<file path="src/sv/msc_pkg.sv">
// Shared types, widths and constants for the magnetometer sample calibrator.
// No dependencies; used by msc_lane, msc_merge and the top level.
`timescale 1ns / 1ps

package msc_pkg;

  localparam int NUM_AXES       = 3;
  localparam int AXIS_Z         = 2;
  localparam int RAW_W          = 16;
  localparam int OUT_W          = 24;
  localparam int ASA_W          = 8;
  localparam int SENS_W         = ASA_W + 1;        // asa + 128, up to 383
  localparam int PROD_W         = 25;               // raw * (asa + 128)
  localparam int MAG_W          = 24;
  localparam int K_W            = 12;
  localparam int DIV_W          = 12;               // divisor is 2^12 - 1
  localparam int SCL_W          = MAG_W + K_W;      // mag * K + bias
  localparam int Q_W            = SCL_W - DIV_W;
  localparam int V_W            = 26;
  localparam int COEF_W         = 16;
  localparam int COEF_FRAC_BITS = 14;
  localparam int ROW_W          = NUM_AXES * COEF_W;
  localparam int MAC_W          = V_W + COEF_W;
  localparam int ACC_W          = MAC_W + 2;
  localparam int CFG_IDX_W      = 3;
  localparam int LANE_LAT       = 6;
  localparam int MERGE_LAT      = 3;

  // value * 4912 / (2 * 4095) and value * 4912 / (8 * 4095), rounded half away:
  // q = (mag * K + 2047) / 4095
  localparam logic [K_W-1:0]   SCALE_14   = 12'd2456;
  localparam logic [K_W-1:0]   SCALE_16   = 12'd614;
  localparam logic [K_W-1:0]   ROUND_BIAS = 12'd2047;
  localparam logic [DIV_W:0]   DIVISOR    = 13'd4095;

  localparam logic [23:0]      SENS_RESET = 24'h808080;
  localparam logic [ROW_W-1:0] COEF_ONE   = ROW_W'(1) << COEF_FRAC_BITS;

  // self-test pass ranges, scaled by 256
  localparam logic signed [PROD_W-1:0] ST14_XY_LO = -25'sd12800;
  localparam logic signed [PROD_W-1:0] ST14_XY_HI = 25'sd12800;
  localparam logic signed [PROD_W-1:0] ST14_Z_LO  = -25'sd204800;
  localparam logic signed [PROD_W-1:0] ST14_Z_HI  = -25'sd51200;
  localparam logic signed [PROD_W-1:0] ST16_XY_LO = -25'sd51200;
  localparam logic signed [PROD_W-1:0] ST16_XY_HI = 25'sd51200;
  localparam logic signed [PROD_W-1:0] ST16_Z_LO  = -25'sd819200;
  localparam logic signed [PROD_W-1:0] ST16_Z_HI  = -25'sd204800;

  typedef enum logic [CFG_IDX_W-1:0] {
    REG_SENS  = 3'd0,
    REG_MODE  = 3'd1,
    REG_OFF_X = 3'd2,
    REG_OFF_Y = 3'd3,
    REG_OFF_Z = 3'd4,
    REG_ROW0  = 3'd5,
    REG_ROW1  = 3'd6,
    REG_ROW2  = 3'd7
  } cfg_reg_t;

  typedef struct packed {
    logic                    kind;
    logic signed [RAW_W-1:0] raw_x;
    logic signed [RAW_W-1:0] raw_y;
    logic signed [RAW_W-1:0] raw_z;
    logic                    overflow;
  } in_item_t;

  typedef struct packed {
    logic signed [OUT_W-1:0] value_x;
    logic signed [OUT_W-1:0] value_y;
    logic signed [OUT_W-1:0] value_z;
    logic                    self_test_result;
    logic                    was_self_test;
  } out_item_t;

  typedef struct packed {
    logic valid;
    logic kind;
  } ctl_t;

  typedef struct packed {
    logic [ASA_W-1:0]         asa;
    logic                     mode16;
    logic signed [OUT_W-1:0]  offset;
    logic signed [PROD_W-1:0] st_lo;
    logic signed [PROD_W-1:0] st_hi;
  } lane_cfg_t;

  typedef struct packed {
    logic signed [V_W-1:0]   v;
    logic signed [OUT_W-1:0] st_val;
    logic                    st_pass;
  } lane_res_t;

  function automatic logic signed [OUT_W-1:0] sat_out(input logic signed [ACC_W-1:0] x);
    if (&x[ACC_W-1:OUT_W-1] || ~|x[ACC_W-1:OUT_W-1]) begin
      sat_out = x[OUT_W-1:0];
    end else if (x[ACC_W-1]) begin
      sat_out = {1'b1, {(OUT_W-1){1'b0}}};
    end else begin
      sat_out = {1'b0, {(OUT_W-1){1'b1}}};
    end
  endfunction

endpackage

</file>
<file path="src/sv/msc_lane.sv">
// One axis lane: sensitivity multiply, microtesla scaling by constant division,
// offset subtract and self-test range check. Depends on msc_pkg.
`timescale 1ns / 1ps

module msc_lane (
  input  logic                                 clk,
  input  logic signed [msc_pkg::RAW_W-1:0]     raw,
  input  msc_pkg::lane_cfg_t                   cfg,
  output msc_pkg::lane_res_t                   res
);

  typedef struct packed {
    logic                             neg;
    logic signed [msc_pkg::OUT_W-1:0] st_val;
    logic                             st_pass;
  } aux_t;

  // stage 1: sensitivity product
  logic [msc_pkg::SENS_W-1:0]               sens;
  logic signed [msc_pkg::RAW_W+msc_pkg::SENS_W:0] prod_full;
  logic signed [msc_pkg::PROD_W-1:0]        prod_r;

  // stage 2: magnitude times scale
  logic signed [msc_pkg::PROD_W-1:0]        prod_abs;
  logic [msc_pkg::MAG_W-1:0]                mag;
  logic [msc_pkg::K_W-1:0]                  k;
  logic [msc_pkg::SCL_W-1:0]                scl_nxt;
  logic [msc_pkg::SCL_W-1:0]                scl_r;
  aux_t                                     aux_nxt;
  aux_t                                     aux_r [5];

  // stages 3..5: divide by 2^12 - 1 via folded residues
  logic [msc_pkg::Q_W-1:0]                  q0_r;
  logic [msc_pkg::Q_W:0]                    r0_nxt;
  logic [msc_pkg::Q_W:0]                    r0_r;
  logic [msc_pkg::DIV_W:0]                  a1;
  logic [msc_pkg::Q_W-1:0]                  q1_r;
  logic [msc_pkg::DIV_W:0]                  r1_nxt;
  logic [msc_pkg::DIV_W:0]                  r1_r;
  logic [msc_pkg::DIV_W:0]                  r2;
  logic                                     corr;
  logic [msc_pkg::Q_W-1:0]                  q_nxt;
  logic [msc_pkg::Q_W-1:0]                  q_r;

  // stage 6: signed value minus offset
  logic signed [msc_pkg::V_W-1:0]           qs;
  logic signed [msc_pkg::V_W-1:0]           qv;
  logic signed [msc_pkg::V_W-1:0]           v_nxt;
  logic signed [msc_pkg::V_W-1:0]           v_r;

  assign sens      = {1'b0, cfg.asa} + msc_pkg::SENS_W'(128);
  assign prod_full = raw * $signed({1'b0, sens});

  assign prod_abs = prod_r[msc_pkg::PROD_W-1] ? -prod_r : prod_r;
  assign mag      = prod_abs[msc_pkg::MAG_W-1:0];
  assign k        = cfg.mode16 ? msc_pkg::SCALE_16 : msc_pkg::SCALE_14;
  assign scl_nxt  = {{msc_pkg::K_W{1'b0}}, mag} * {{msc_pkg::MAG_W{1'b0}}, k}
                  + {{msc_pkg::MAG_W{1'b0}}, msc_pkg::ROUND_BIAS};

  assign aux_nxt.neg     = prod_r[msc_pkg::PROD_W-1];
  assign aux_nxt.st_val  = msc_pkg::sat_out({{(msc_pkg::ACC_W-msc_pkg::PROD_W)
                                              {prod_r[msc_pkg::PROD_W-1]}}, prod_r});
  assign aux_nxt.st_pass = (prod_r >= cfg.st_lo) && (prod_r <= cfg.st_hi);

  assign r0_nxt = {1'b0, scl_r[msc_pkg::SCL_W-1:msc_pkg::DIV_W]}
                + {{(msc_pkg::Q_W-msc_pkg::DIV_W+1){1'b0}}, scl_r[msc_pkg::DIV_W-1:0]};

  assign a1     = r0_r[msc_pkg::Q_W:msc_pkg::DIV_W];
  assign r1_nxt = a1 + {1'b0, r0_r[msc_pkg::DIV_W-1:0]};

  assign r2    = {1'b0, r1_r[msc_pkg::DIV_W-1:0]} + {{msc_pkg::DIV_W{1'b0}}, r1_r[msc_pkg::DIV_W]};
  assign corr  = (r2 >= msc_pkg::DIVISOR);
  assign q_nxt = q1_r + {{(msc_pkg::Q_W-1){1'b0}}, r1_r[msc_pkg::DIV_W]}
               + {{(msc_pkg::Q_W-1){1'b0}}, corr};

  assign qs    = $signed({{(msc_pkg::V_W-msc_pkg::Q_W){1'b0}}, q_r});
  assign qv    = aux_r[3].neg ? -qs : qs;
  assign v_nxt = qv - {{(msc_pkg::V_W-msc_pkg::OUT_W){cfg.offset[msc_pkg::OUT_W-1]}}, cfg.offset};

  always_ff @(posedge clk) begin
    prod_r   <= prod_full[msc_pkg::PROD_W-1:0];
    scl_r    <= scl_nxt;
    aux_r[0] <= aux_nxt;
    for (int i = 1; i < 5; i++) begin
      aux_r[i] <= aux_r[i-1];
    end
    q0_r <= scl_r[msc_pkg::SCL_W-1:msc_pkg::DIV_W];
    r0_r <= r0_nxt;
    q1_r <= q0_r + {{(msc_pkg::Q_W-msc_pkg::DIV_W-1){1'b0}}, a1};
    r1_r <= r1_nxt;
    q_r  <= q_nxt;
    v_r  <= v_nxt;
  end

  assign res.v       = v_r;
  assign res.st_val  = aux_r[4].st_val;
  assign res.st_pass = aux_r[4].st_pass;

endmodule

</file>
<file path="config.mk">
export PLATFORM = sky130hd
export DESIGN_NAME = msc_lane
export DESIGN_NICKNAME = d
export VERILOG_FILES = /design/src/sv/msc_pkg.sv /design/src/sv/msc_lane.sv
export SDC_FILE = /design/constraint.sdc
export NUM_CORES = 1
export LEC_CHECK = 0
export BUFFER_PORTS_ARGS = -buffer_cell sky130_fd_sc_hd__clkbuf_2
export CORE_MARGIN = 2
export CORE_UTILIZATION = 35
export CTS_CLUSTER_DIAMETER = 120
export DETAILED_ROUTE_END_ITERATION = 16
export PLACE_DENSITY = 0.49
export SYNTH_ARGS = -nofsm -noshare
export SYNTH_HDL_FRONTEND = slang
export SYNTH_SLANG_ARGS = --single-unit
</file>
<file path="constraint.sdc">
create_clock -name clk -period 8.3 [get_ports clk]
set_clock_uncertainty 0.2 [all_clocks]
set_input_delay 0.415 -clock clk [delete_from_list [all_inputs] [get_ports clk]]
set_output_delay 0.415 -clock clk [all_outputs]
set_load 0.02 [all_outputs]
</file>
== Word-level counts from Yosys, hierarchy flattened ==
Memory sizes are Yosys's and may differ from the RTL's.
Cells that the tools add are included.
Cells by class
  $add $sub $neg: 11
  multipliers: 2
  div/mod/pow operators: 0
  $lt $le $gt $ge: 3
  equality and inequality tests: 0
  shift-type cells: 0
  muxes and demuxes: 5
  bitwise operators: 0
  reduce and logical (&&, ||, !) cells: 5
Operators by type and width (number)
  two-way mux 24 bit: 3
  adder 24 x 1 -> 24 bit: 2
  adder 36 x 11 -> 36 bit, second input constant: 1
  multiplier 24 x 12 -> 36 bit: 1
  two-way mux 26 bit: 1
  negation 24 -> 26 bit: 1
  subtractor 26 bit: 1
  adder 24 x 12 -> 25 bit: 1
  >= comparator 25 bit: 1
  less-or-equal comparator 25 bit: 1
  multiplier 16 x 10 -> 25 bit: 1
  adder 24 x 13 -> 24 bit: 1
  negation 24 bit: 1
  adder 12 x 1 -> 13 bit: 1
  adder 13 x 12 -> 13 bit: 1
  >= comparator 13 x 12 -> 1 bit, second input constant: 1
  two-way mux 12 bit: 1
  adder 8 x 8 -> 9 bit, second input constant: 1
  AND reduction 2 bit: 1
  OR reduction 2 bit: 1
  logical AND 1 bit: 1
  logical NOT 1 bit: 1
  logical OR 1 bit: 1
Storage, ports and cells
  register bits: 197
  latch bits: 0
  bits in writable memories: 130
  ROM bits: 0
  input bits: 100
  output and inout port bits: 51
  logic and storage cells: 35
  memories: 1
Memories
  aux_r: depth 5, width 26, rd ports 5, clocked after Yosys merged registers in 0, wr ports 5, RTL line msc_lane.sv:30  | aux_t aux_r [5];

== Logic depth before layout (Yosys ltp) ==
Gate-level depths: netlist (run 1).
  word-level depth: 4
  mapped depth: 29
  gate-level depth less buffers: 28

== Worst setup path after synthesis (run 1) ==
Ideal clock, no wire load.
  path kind: register -> register
  from: register prod_r[4] (netlist bit)
  to: register scl_r[32] (netlist bit)
  library setup time: 120 ps
  arrival: 6925 ps
  required time: 7980 ps
  slack: 1055 ps
  cell stages (with the launch flop): 25
  path buffers: 1
  period minus slack after synthesis: 7245 ps
  cell sequence: dfxtp_1 or3_1 or3b_2 or2_2 clkbuf_1 o41ai_1 xor2_1 or2_2 fa_1 inv_1 fa_1 fa_1 fa_1 inv_1 fa_1 inv_1 ha_1 o2111a_1 nor2_1 nor2b_1 a221oi_1 nand2_1 a211oi_1 o21ai_0 xnor2_1
Between the ends
  word-level cells in the longest chain between the ends: 4
RTL lines
  start, declared: RTL line msc_lane.sv:21  | logic signed [msc_pkg::PROD_W-1:0] prod_r;
  start signal, assigned: RTL line msc_lane.sv:81  | prod_r <= prod_full[msc_pkg::PROD_W-1:0];
  negation 24 bit: RTL line msc_lane.sv:54  | assign prod_abs = prod_r[msc_pkg::PROD_W-1] ? -prod_r : prod_r;
  two-way mux 24 bit *: RTL line msc_lane.sv:54
  multiplier 24 x 12 -> 36 bit *: RTL line msc_lane.sv:57  | assign scl_nxt = {{msc_pkg::K_W{1'b0}}, mag} * {{msc_pkg::MAG_W{1'b0}}, k}
  adder 36 x 11 -> 36 bit *: RTL line msc_lane.sv:58  | + {{msc_pkg::MAG_W{1'b0}}, msc_pkg::ROUND_BIAS};
  net scl_nxt, one bit: RTL line msc_lane.sv:27  | logic [msc_pkg::SCL_W-1:0] scl_nxt;
  end signal, assigned: RTL line msc_lane.sv:82  | scl_r <= scl_nxt;
  end, declared: RTL line msc_lane.sv:28  | logic [msc_pkg::SCL_W-1:0] scl_r;
Mark *: on every way through the listed nets, which the timed path passes. The rest lies on a longest branch.

== Final worst setup path (run 1) ==
  from: register prod_r[0] (netlist bit)
  to: register scl_r[35] (netlist bit)
Same word-level chain as after synthesis.

==> metrics, run 1 <==
Final Hold Violating Endpoints 0; placed inst area 0.0266 mm^2; via count of the first global-routing pass 18400; Root Buffer sky130_fd_sc_hd__clkbuf_16; Die Span Y 271 um; Placeable Area approximately 0.070 mm^2; width of the die 271 um; top achievable clock speed 129 MHz; final-report setup violation count 0; IO Pins about 150; total number of vias about 17000; Tightest Pin Transition 879 ps; first-pass detailed-route iteration total 5; critical path fanouts, max 7; number of nets in the layout around 3400; number of vias per cell roughly 4.6; post-synthesis instance area around 0.025 mm^2; reg2reg start prod_r[0]$_DFF_P_; Critical R2R Capture scl_r[35]$_DFF_P_; number of placement rows 97; share of synthesized flip-flops with an asynchronous set or reset 0; Buffers on Ports 150; remaining global-route overflow 0; number of flops mapped to enable cells by yosys 0; cell count of the worst reg-to-reg path 25; Synth Flop Type sky130_fd_sc_hd__dfxtp_1; # clock sinks 325; non-filler cells in the finished layout 3743; remaining design rule violation count 0; Worst Path Required 8510 ps; remaining antenna violation count 0; routability congestion estimate from global placement 0.845; layout-stage area growth over the synthesis result 12.4%; starting density of the core 0.355; max_cap viols 0; Total Routed Length 55200 um; start point of the critical path prod_r[0]$_DFF_P_; Yosys cell types 67; initial antenna violation count 6; total number of H-tree levels 2; clock latency at the later pin of the worst-skew pair roughly 550 ps; flops & latches, synth roughly 330; Critical Path Sink scl_r[35]$_DFF_P_; footprint of the multi-input gates 0.0162 mm^2; final count of pins violating max slew 0; critical path arrival just under 8000 ps; clock slew at the register clock pins of the worst setup and hold paths 60 ps; Cells after Synth ~2600; Inst Count DP 3670; Die ar. 0.0734 mm^2; FILL cells 6997; post-route cell area around 0.028 mm^2; overall fraction of global-route tracks in use 0.155; reg-to-reg slack, setup about 560 ps; half-perimeter wire length of the detailed placement result 47200 um; type of element launching the critical path register; register area 0.00651 mm^2; Critical Setup Path Class reg2reg; TNS Setup 0 ps; worst slew margin relative to its limit 0.406; RSZ-0062 raised after global routing no; final worst path period need 7740 ps; syn_area_per_cell 9.51 um^2; period utilization 0.932; first-pass GRT wire length about 92000 um; utilization after layout 0.399; Worst Setup End Kind register; TritonCTS clock tree yes; buffer levels on the longest clock path 3; count of buffers added by post-CTS timing repair for setup 0; maximum number of pins on one net before global-route repair 49; type of the tightest min-delay check in2reg; Wirelength per Cell 14.7 um; fraction of the yosys area taken by sequential cells 0.261; number of buffers added by the clock tree synthesis step 39; fraction of layout cells with a size suffix above 1 0.0971; number of warnings issued by yosys 0; Iteration-0 DRC Markers 488; outcome finished, final reports clean
-- synth_stat cells, types with 3 or more instances --
master,instances,share of area
sky130_fd_sc_hd__mux2i_1,3,0.0012
sky130_fd_sc_hd__and3_1,22,0.0055
sky130_fd_sc_hd__or3_1,16,0.0040
sky130_fd_sc_hd__o31ai_1,20,0.0060
sky130_fd_sc_hd__o41ai_1,10,0.0035
sky130_fd_sc_hd__o21ai_0,66,0.013
sky130_fd_sc_hd__buf_4,25,0.0075
sky130_fd_sc_hd__and4_1,6,0.0021
sky130_fd_sc_hd__a221oi_1,4,0.0014
sky130_fd_sc_hd__a21boi_0,8,0.0024
sky130_fd_sc_hd__nand2b_1,30,0.0075
sky130_fd_sc_hd__xor2_1,54,0.019
sky130_fd_sc_hd__and2_1,72,0.018
sky130_fd_sc_hd__o21a_1,18,0.0054
sky130_fd_sc_hd__or2_2,24,0.0060
sky130_fd_sc_hd__nor2b_1,26,0.0065
sky130_fd_sc_hd__a21oi_1,89,0.018
sky130_fd_sc_hd__a21o_1,61,0.018
sky130_fd_sc_hd__a211oi_1,10,0.0030
sky130_fd_sc_hd__o2111ai_1,7,0.0025
sky130_fd_sc_hd__nand4_1,16,0.0040
sky130_fd_sc_hd__o211ai_1,7,0.0021
sky130_fd_sc_hd__ha_1,296,0.15
sky130_fd_sc_hd__dfxtp_1,325,0.26
sky130_fd_sc_hd__nor2_1,104,0.016
sky130_fd_sc_hd__o21ai_1,3,0.00060
sky130_fd_sc_hd__inv_1,522,0.079
sky130_fd_sc_hd__clkbuf_1,43,0.0065
sky130_fd_sc_hd__o21bai_1,8,0.0024
sky130_fd_sc_hd__xnor2_1,142,0.050
sky130_fd_sc_hd__nor4_1,3,0.00075
sky130_fd_sc_hd__mux2_2,13,0.0059
sky130_fd_sc_hd__nor3_1,26,0.0052
sky130_fd_sc_hd__a31oi_1,7,0.0018
sky130_fd_sc_hd__nand3_1,45,0.0090
sky130_fd_sc_hd__nand2_1,182,0.027
sky130_fd_sc_hd__fa_1,268,0.22
-- through the flow --
stage / hold WS, ps / setup WS, ps
3_3_place_gp: 112 / 664
5_1_grt: 34.0 / 60.2
6_report: 35.3 / 560
4_1_cts: 7.26 / 507
2_1_floorplan: 110 / 1050
3_5_place_dp: 112 / 561
-- flip-flops by register name (all words and copies together), names as in the netlist --
name and count:
aux_r 129, q0_r 24, r0_r 25, q1_r 24, r1_r 13, scl_r 35
v_r 26, q_r 24, prod_r 25
-- cell usage in the layout, fill, tap and decap left out, types with 13 or more instances in the layout --
cell type,n
sky130_fd_sc_hd__a21o_1,61
sky130_fd_sc_hd__a21oi_1,89
sky130_fd_sc_hd__and2_1,72
sky130_fd_sc_hd__and3_1,22
sky130_fd_sc_hd__clkbuf_16,40
sky130_fd_sc_hd__clkbuf_2,150
sky130_fd_sc_hd__conb_1,25
sky130_fd_sc_hd__dfxtp_1,325
sky130_fd_sc_hd__fa_1,268
sky130_fd_sc_hd__ha_1,296
sky130_fd_sc_hd__inv_1,522
sky130_fd_sc_hd__mux2_2,13
sky130_fd_sc_hd__nand2_1,182
sky130_fd_sc_hd__nand2b_1,30
sky130_fd_sc_hd__nand3_1,45
sky130_fd_sc_hd__nand4_1,16
sky130_fd_sc_hd__nor2_1,103
sky130_fd_sc_hd__nor2b_1,26
sky130_fd_sc_hd__nor3_1,26
sky130_fd_sc_hd__o21a_1,18
sky130_fd_sc_hd__o21ai_0,66
sky130_fd_sc_hd__o31ai_1,20
sky130_fd_sc_hd__or2_2,24
sky130_fd_sc_hd__or3_1,16
sky130_fd_sc_hd__xnor2_1,142
sky130_fd_sc_hd__xor2_1,54
-- how the worst min path moves through the flow --
| stage | from | to | cells past startpoint |
|---|---|---|---|
| after floorplan | aux_r[0][74]$_DFF_P_ | aux_r[0][100]$_DFF_P_ | 0 |
| after global placement | aux_r[0][72]$_DFF_P_ | aux_r[0][98]$_DFF_P_ | 0 |
| after detailed placement | aux_r[0][31]$_DFF_P_ | aux_r[0][57]$_DFF_P_ | 0 |
| after CTS | cfg[51] | v_r[1]$_DFF_P_ | 3 |
| after global routing | cfg[51] | v_r[1]$_DFF_P_ | 3 |
| final | cfg[51] | v_r[1]$_DFF_P_ | 3 |
-- worst max-delay path: stages (launching register included) --
cell and delay [ps]:
sky130_fd_sc_hd__dfxtp_1 380, sky130_fd_sc_hd__inv_1 200, sky130_fd_sc_hd__ha_1 230, sky130_fd_sc_hd__or3b_2 460, sky130_fd_sc_hd__or2_2 360, sky130_fd_sc_hd__o41ai_1 360
sky130_fd_sc_hd__xor2_1 150, sky130_fd_sc_hd__or2_2 350, sky130_fd_sc_hd__inv_1 110, sky130_fd_sc_hd__fa_1 450, sky130_fd_sc_hd__fa_1 570, sky130_fd_sc_hd__fa_1 440
sky130_fd_sc_hd__fa_1 540, sky130_fd_sc_hd__inv_1 50, sky130_fd_sc_hd__fa_1 530, sky130_fd_sc_hd__inv_1 50, sky130_fd_sc_hd__ha_1 360, sky130_fd_sc_hd__a211o_1 280
sky130_fd_sc_hd__a21oi_1 200, sky130_fd_sc_hd__inv_1 70, sky130_fd_sc_hd__o211ai_1 250, sky130_fd_sc_hd__a31oi_1 240, sky130_fd_sc_hd__a311o_1 400, sky130_fd_sc_hd__a31oi_1 170
sky130_fd_sc_hd__o21bai_1 90, sky130_fd_sc_hd__xnor2_1 120
-- layer usage --
layer	wire length, um	up-vias	global-route usage
met3	1850	94	0.0241
met5	62	-	0
met1	23000	8161	0.178
li1	-	8601	-
met2	28400	260	0.288
met4	1850	10	0.0538
-- cells by family after synthesis --
family | synth area share
xor+xnor | 0.0689
other cells | 0.000301
buf+inv | 0.0928
fa+ha+maj | 0.364
simple gates | 0.116
mux | 0.00708
compound gates | 0.0902
flops | 0.261
-- final cells by class --
class / count / area share
multi-input cells: 1728 / 0.578
flip-flops and latches: 325 / 0.232
inverters: 522 / 0.0699
well taps: 940 / 0.0420
clock buffers: 46 / 0.0380
repair buffers: 156 / 0.0285
clock inverters: 25 / 0.0113
diodes: 1 / 0.0000893
-- what timing repair did --
action	in CTS	in global routing
hold endpoints to repair	1	0
hold buffers	1	0
gates resized for setup	0	1
setup endpoints to repair	0	2
Power of run 1 is not shown: default switching activity piles up to over one toggle a cycle in this logic, so the estimate is an artifact.
==> run 2, diff against run 1 <==
--- a/config.mk
+++ b/config.mk
@@ -7,10 +7,11 @@
 export LEC_CHECK = 0
 export BUFFER_PORTS_ARGS = -buffer_cell sky130_fd_sc_hd__clkbuf_2
 export CORE_MARGIN = 2
-export CORE_UTILIZATION = 35
+export CORE_UTILIZATION = 53
 export CTS_CLUSTER_DIAMETER = 120
 export DETAILED_ROUTE_END_ITERATION = 16
-export PLACE_DENSITY = 0.49
+export PLACE_DENSITY = 0.69
+export SLEW_MARGIN = 15
 export SYNTH_ARGS = -nofsm -noshare
 export SYNTH_HDL_FRONTEND = slang
 export SYNTH_SLANG_ARGS = --single-unit
==> run 2 against run 1 <==
Register-to-register slack lost 30 ps; design area shrank 2.3%; cell count shrank 9.2%; utilization grew 19 points; sequential cell count is the same; largest cell class unchanged; clock-buffer cell count shrank 1; critical path depth is the same; global-route usage grew 6.7 points; die area shrank 34%; hold slack gained 13 ps; sequential share of layout area grew 0.56 points; wire length shrank 4.0%.
==> metrics, run 2 (same netlist as run 1, synthesis figures left out) <==
IO Pins 151; Root Buffer sky130_fd_sc_hd__clkbuf_16; Critical R2R Capture scl_r[34]$_DFF_P_; Die Span Y about 220 um; half-perimeter wire length of the detailed placement result 44400 um; remaining antenna violation count 0; type of element launching the critical path register; commonest cells after routing, fill and taps aside sky130_fd_sc_hd__inv_1, sky130_fd_sc_hd__dfxtp_1, sky130_fd_sc_hd__ha_1; TNS Setup 0 ps; critical path arrival 8000 ps; initial antenna violation count 1; width of the die 221 um; placed inst area 0.0262 mm^2; post-route cell area 0.0274 mm^2; top achievable clock speed about 130 MHz; first-pass GRT wire length 88600 um; buffer levels on the longest clock path 3; clock slew at the register clock pins of the worst setup and hold paths 60 ps; overall fraction of global-route tracks in use 0.222; via count of the first global-routing pass 18600; final count of pins violating max slew 0; Tightest Pin Transition between 900 and 1000 ps; Buffers on Ports 150; reg2reg start prod_r[9]$_DFF_P_; Worst Setup End Kind register; start point of the critical path prod_r[9]$_DFF_P_; number of buffers added by the clock tree synthesis step 35; # clock sinks 325; clock latency at the later pin of the worst-skew pair about 530 ps; Total Routed Length 53000 um; type of the tightest min-delay check in2reg; routability congestion estimate from global placement a little over 0.9; first-pass detailed-route iteration total 4; Die ar. between 0.04 and 0.05 mm^2; Critical Setup Path Class reg2reg; Final Hold Violating Endpoints 0; total number of H-tree levels 2; most common library cell in the layout ignoring fill and taps sky130_fd_sc_hd__inv_1; Most flops, register aux_r; final worst path period need 7770 ps; worst slew margin relative to its limit 0.392; reg-to-reg slack, setup around 530 ps; critical path fanouts, max 6; Iteration-0 DRC Markers 623; maximum number of pins on one net before global-route repair 49; Largest register FFs 129; cell count of the worst reg-to-reg path 25; final-report setup violation count 0; antenna diode count 0; FILL cells 3987; outcome finished, final reports clean; total number of vias 17300; number of vias per cell 5.09; fraction of layout cells with a size suffix above 1 0.0934; number of placement rows between 70 and 80; Placeable Area 0.0465 mm^2; starting density of the core 0.537; period utilization 0.936; max_cap viols 0; Critical Path Sink scl_r[34]$_DFF_P_; register area 0.00651 mm^2; remaining global-route overflow 0; Worst Path Required 8530 ps; number of nets in the layout 3431; layout-stage area growth over the synthesis result 9.78%; TritonCTS clock tree yes; Wirelength per Cell 15.6 um; RSZ-0062 raised after global routing no; remaining design rule violation count 0; footprint of the multi-input gates 0.0162 mm^2; count of buffers added by post-CTS timing repair for setup 0; largest registers aux_r (129), scl_r (35), v_r (26)
## run 2: layout make-up
class                      instances  area share
multi-input combinational       1728       0.592
clock buffer                      45      0.0360
inverter                         522      0.0716
sequential                       325       0.238
tap                              607      0.0278
timing repair buffer             155      0.0289
clock inverter                    18     0.00594
## run 2: critical path: stages, from the launching register on
cell and delay [ps]:
sky130_fd_sc_hd__dfxtp_1 390, sky130_fd_sc_hd__or4_4 570, sky130_fd_sc_hd__or3_4 350, sky130_fd_sc_hd__or4_1 460, sky130_fd_sc_hd__o21ai_0 230, sky130_fd_sc_hd__xor2_1 160, sky130_fd_sc_hd__nor2_1 210, sky130_fd_sc_hd__inv_1 140
sky130_fd_sc_hd__fa_1 560, sky130_fd_sc_hd__inv_1 60, sky130_fd_sc_hd__fa_1 500, sky130_fd_sc_hd__inv_1 60, sky130_fd_sc_hd__fa_1 550, sky130_fd_sc_hd__fa_1 440, sky130_fd_sc_hd__fa_1 550, sky130_fd_sc_hd__inv_1 40
sky130_fd_sc_hd__ha_1 380, sky130_fd_sc_hd__nand2_1 130, sky130_fd_sc_hd__o211ai_1 100, sky130_fd_sc_hd__a21oi_1 130, sky130_fd_sc_hd__o21ai_0 170, sky130_fd_sc_hd__a221oi_2 400, sky130_fd_sc_hd__nand2_1 190, sky130_fd_sc_hd__a211oi_1 360
sky130_fd_sc_hd__o21ai_0 180, sky130_fd_sc_hd__xnor2_1 150
## run 2: routing by layer
metal	up-vias	track usage	part of all wire
met5	-	0	0.00021
met1	8281	0.257	0.42
met3	124	0.0311	0.035
met4	2	0.0883	0.041
met2	326	0.412	0.51
li1	8582	-	-
## run 2: worst min-delay path by stage
stage / startpoint / slack [ps] / cells past startpoint / endpoint
2_1_floorplan: aux_r[0][74]$_DFF_P_ / 110 / 0 / aux_r[0][100]$_DFF_P_
3_3_place_gp: aux_r[0][71]$_DFF_P_ / 110 / 0 / aux_r[0][97]$_DFF_P_
3_5_place_dp: aux_r[0][78]$_DFF_P_ / 110 / 0 / aux_r[0][104]$_DFF_P_
4_1_cts: cfg[51] / 30 / 3 / v_r[1]$_DFF_P_
5_1_grt: cfg[51] / 50 / 3 / v_r[1]$_DFF_P_
6_report: cfg[51] / 50 / 3 / v_r[1]$_DFF_P_
## run 2: repair_timing
item	in CTS	in global routing
endpoints found under the hold margin	1	0
endpoints found under the setup margin	0	2
resized for setup	0	1
hold buffers	1	0
## run 2: through the flow
step / setup WS (ps) / hold WS (ps) / util / std cells
3_3_place_gp: 630 / 110 / 0.564 / 3336
4_1_cts: 406 / 25.9 / 0.589 / 3400
6_report: 529 / 48.8 / 0.589 / 3400
5_1_grt: 79.5 / 50.6 / 0.589 / 3400
3_5_place_dp: 407 / 112 / 0.564 / 3336
2_1_floorplan: 1050 / 110 / - / 2644
Power of run 2 is left out for the same reason.
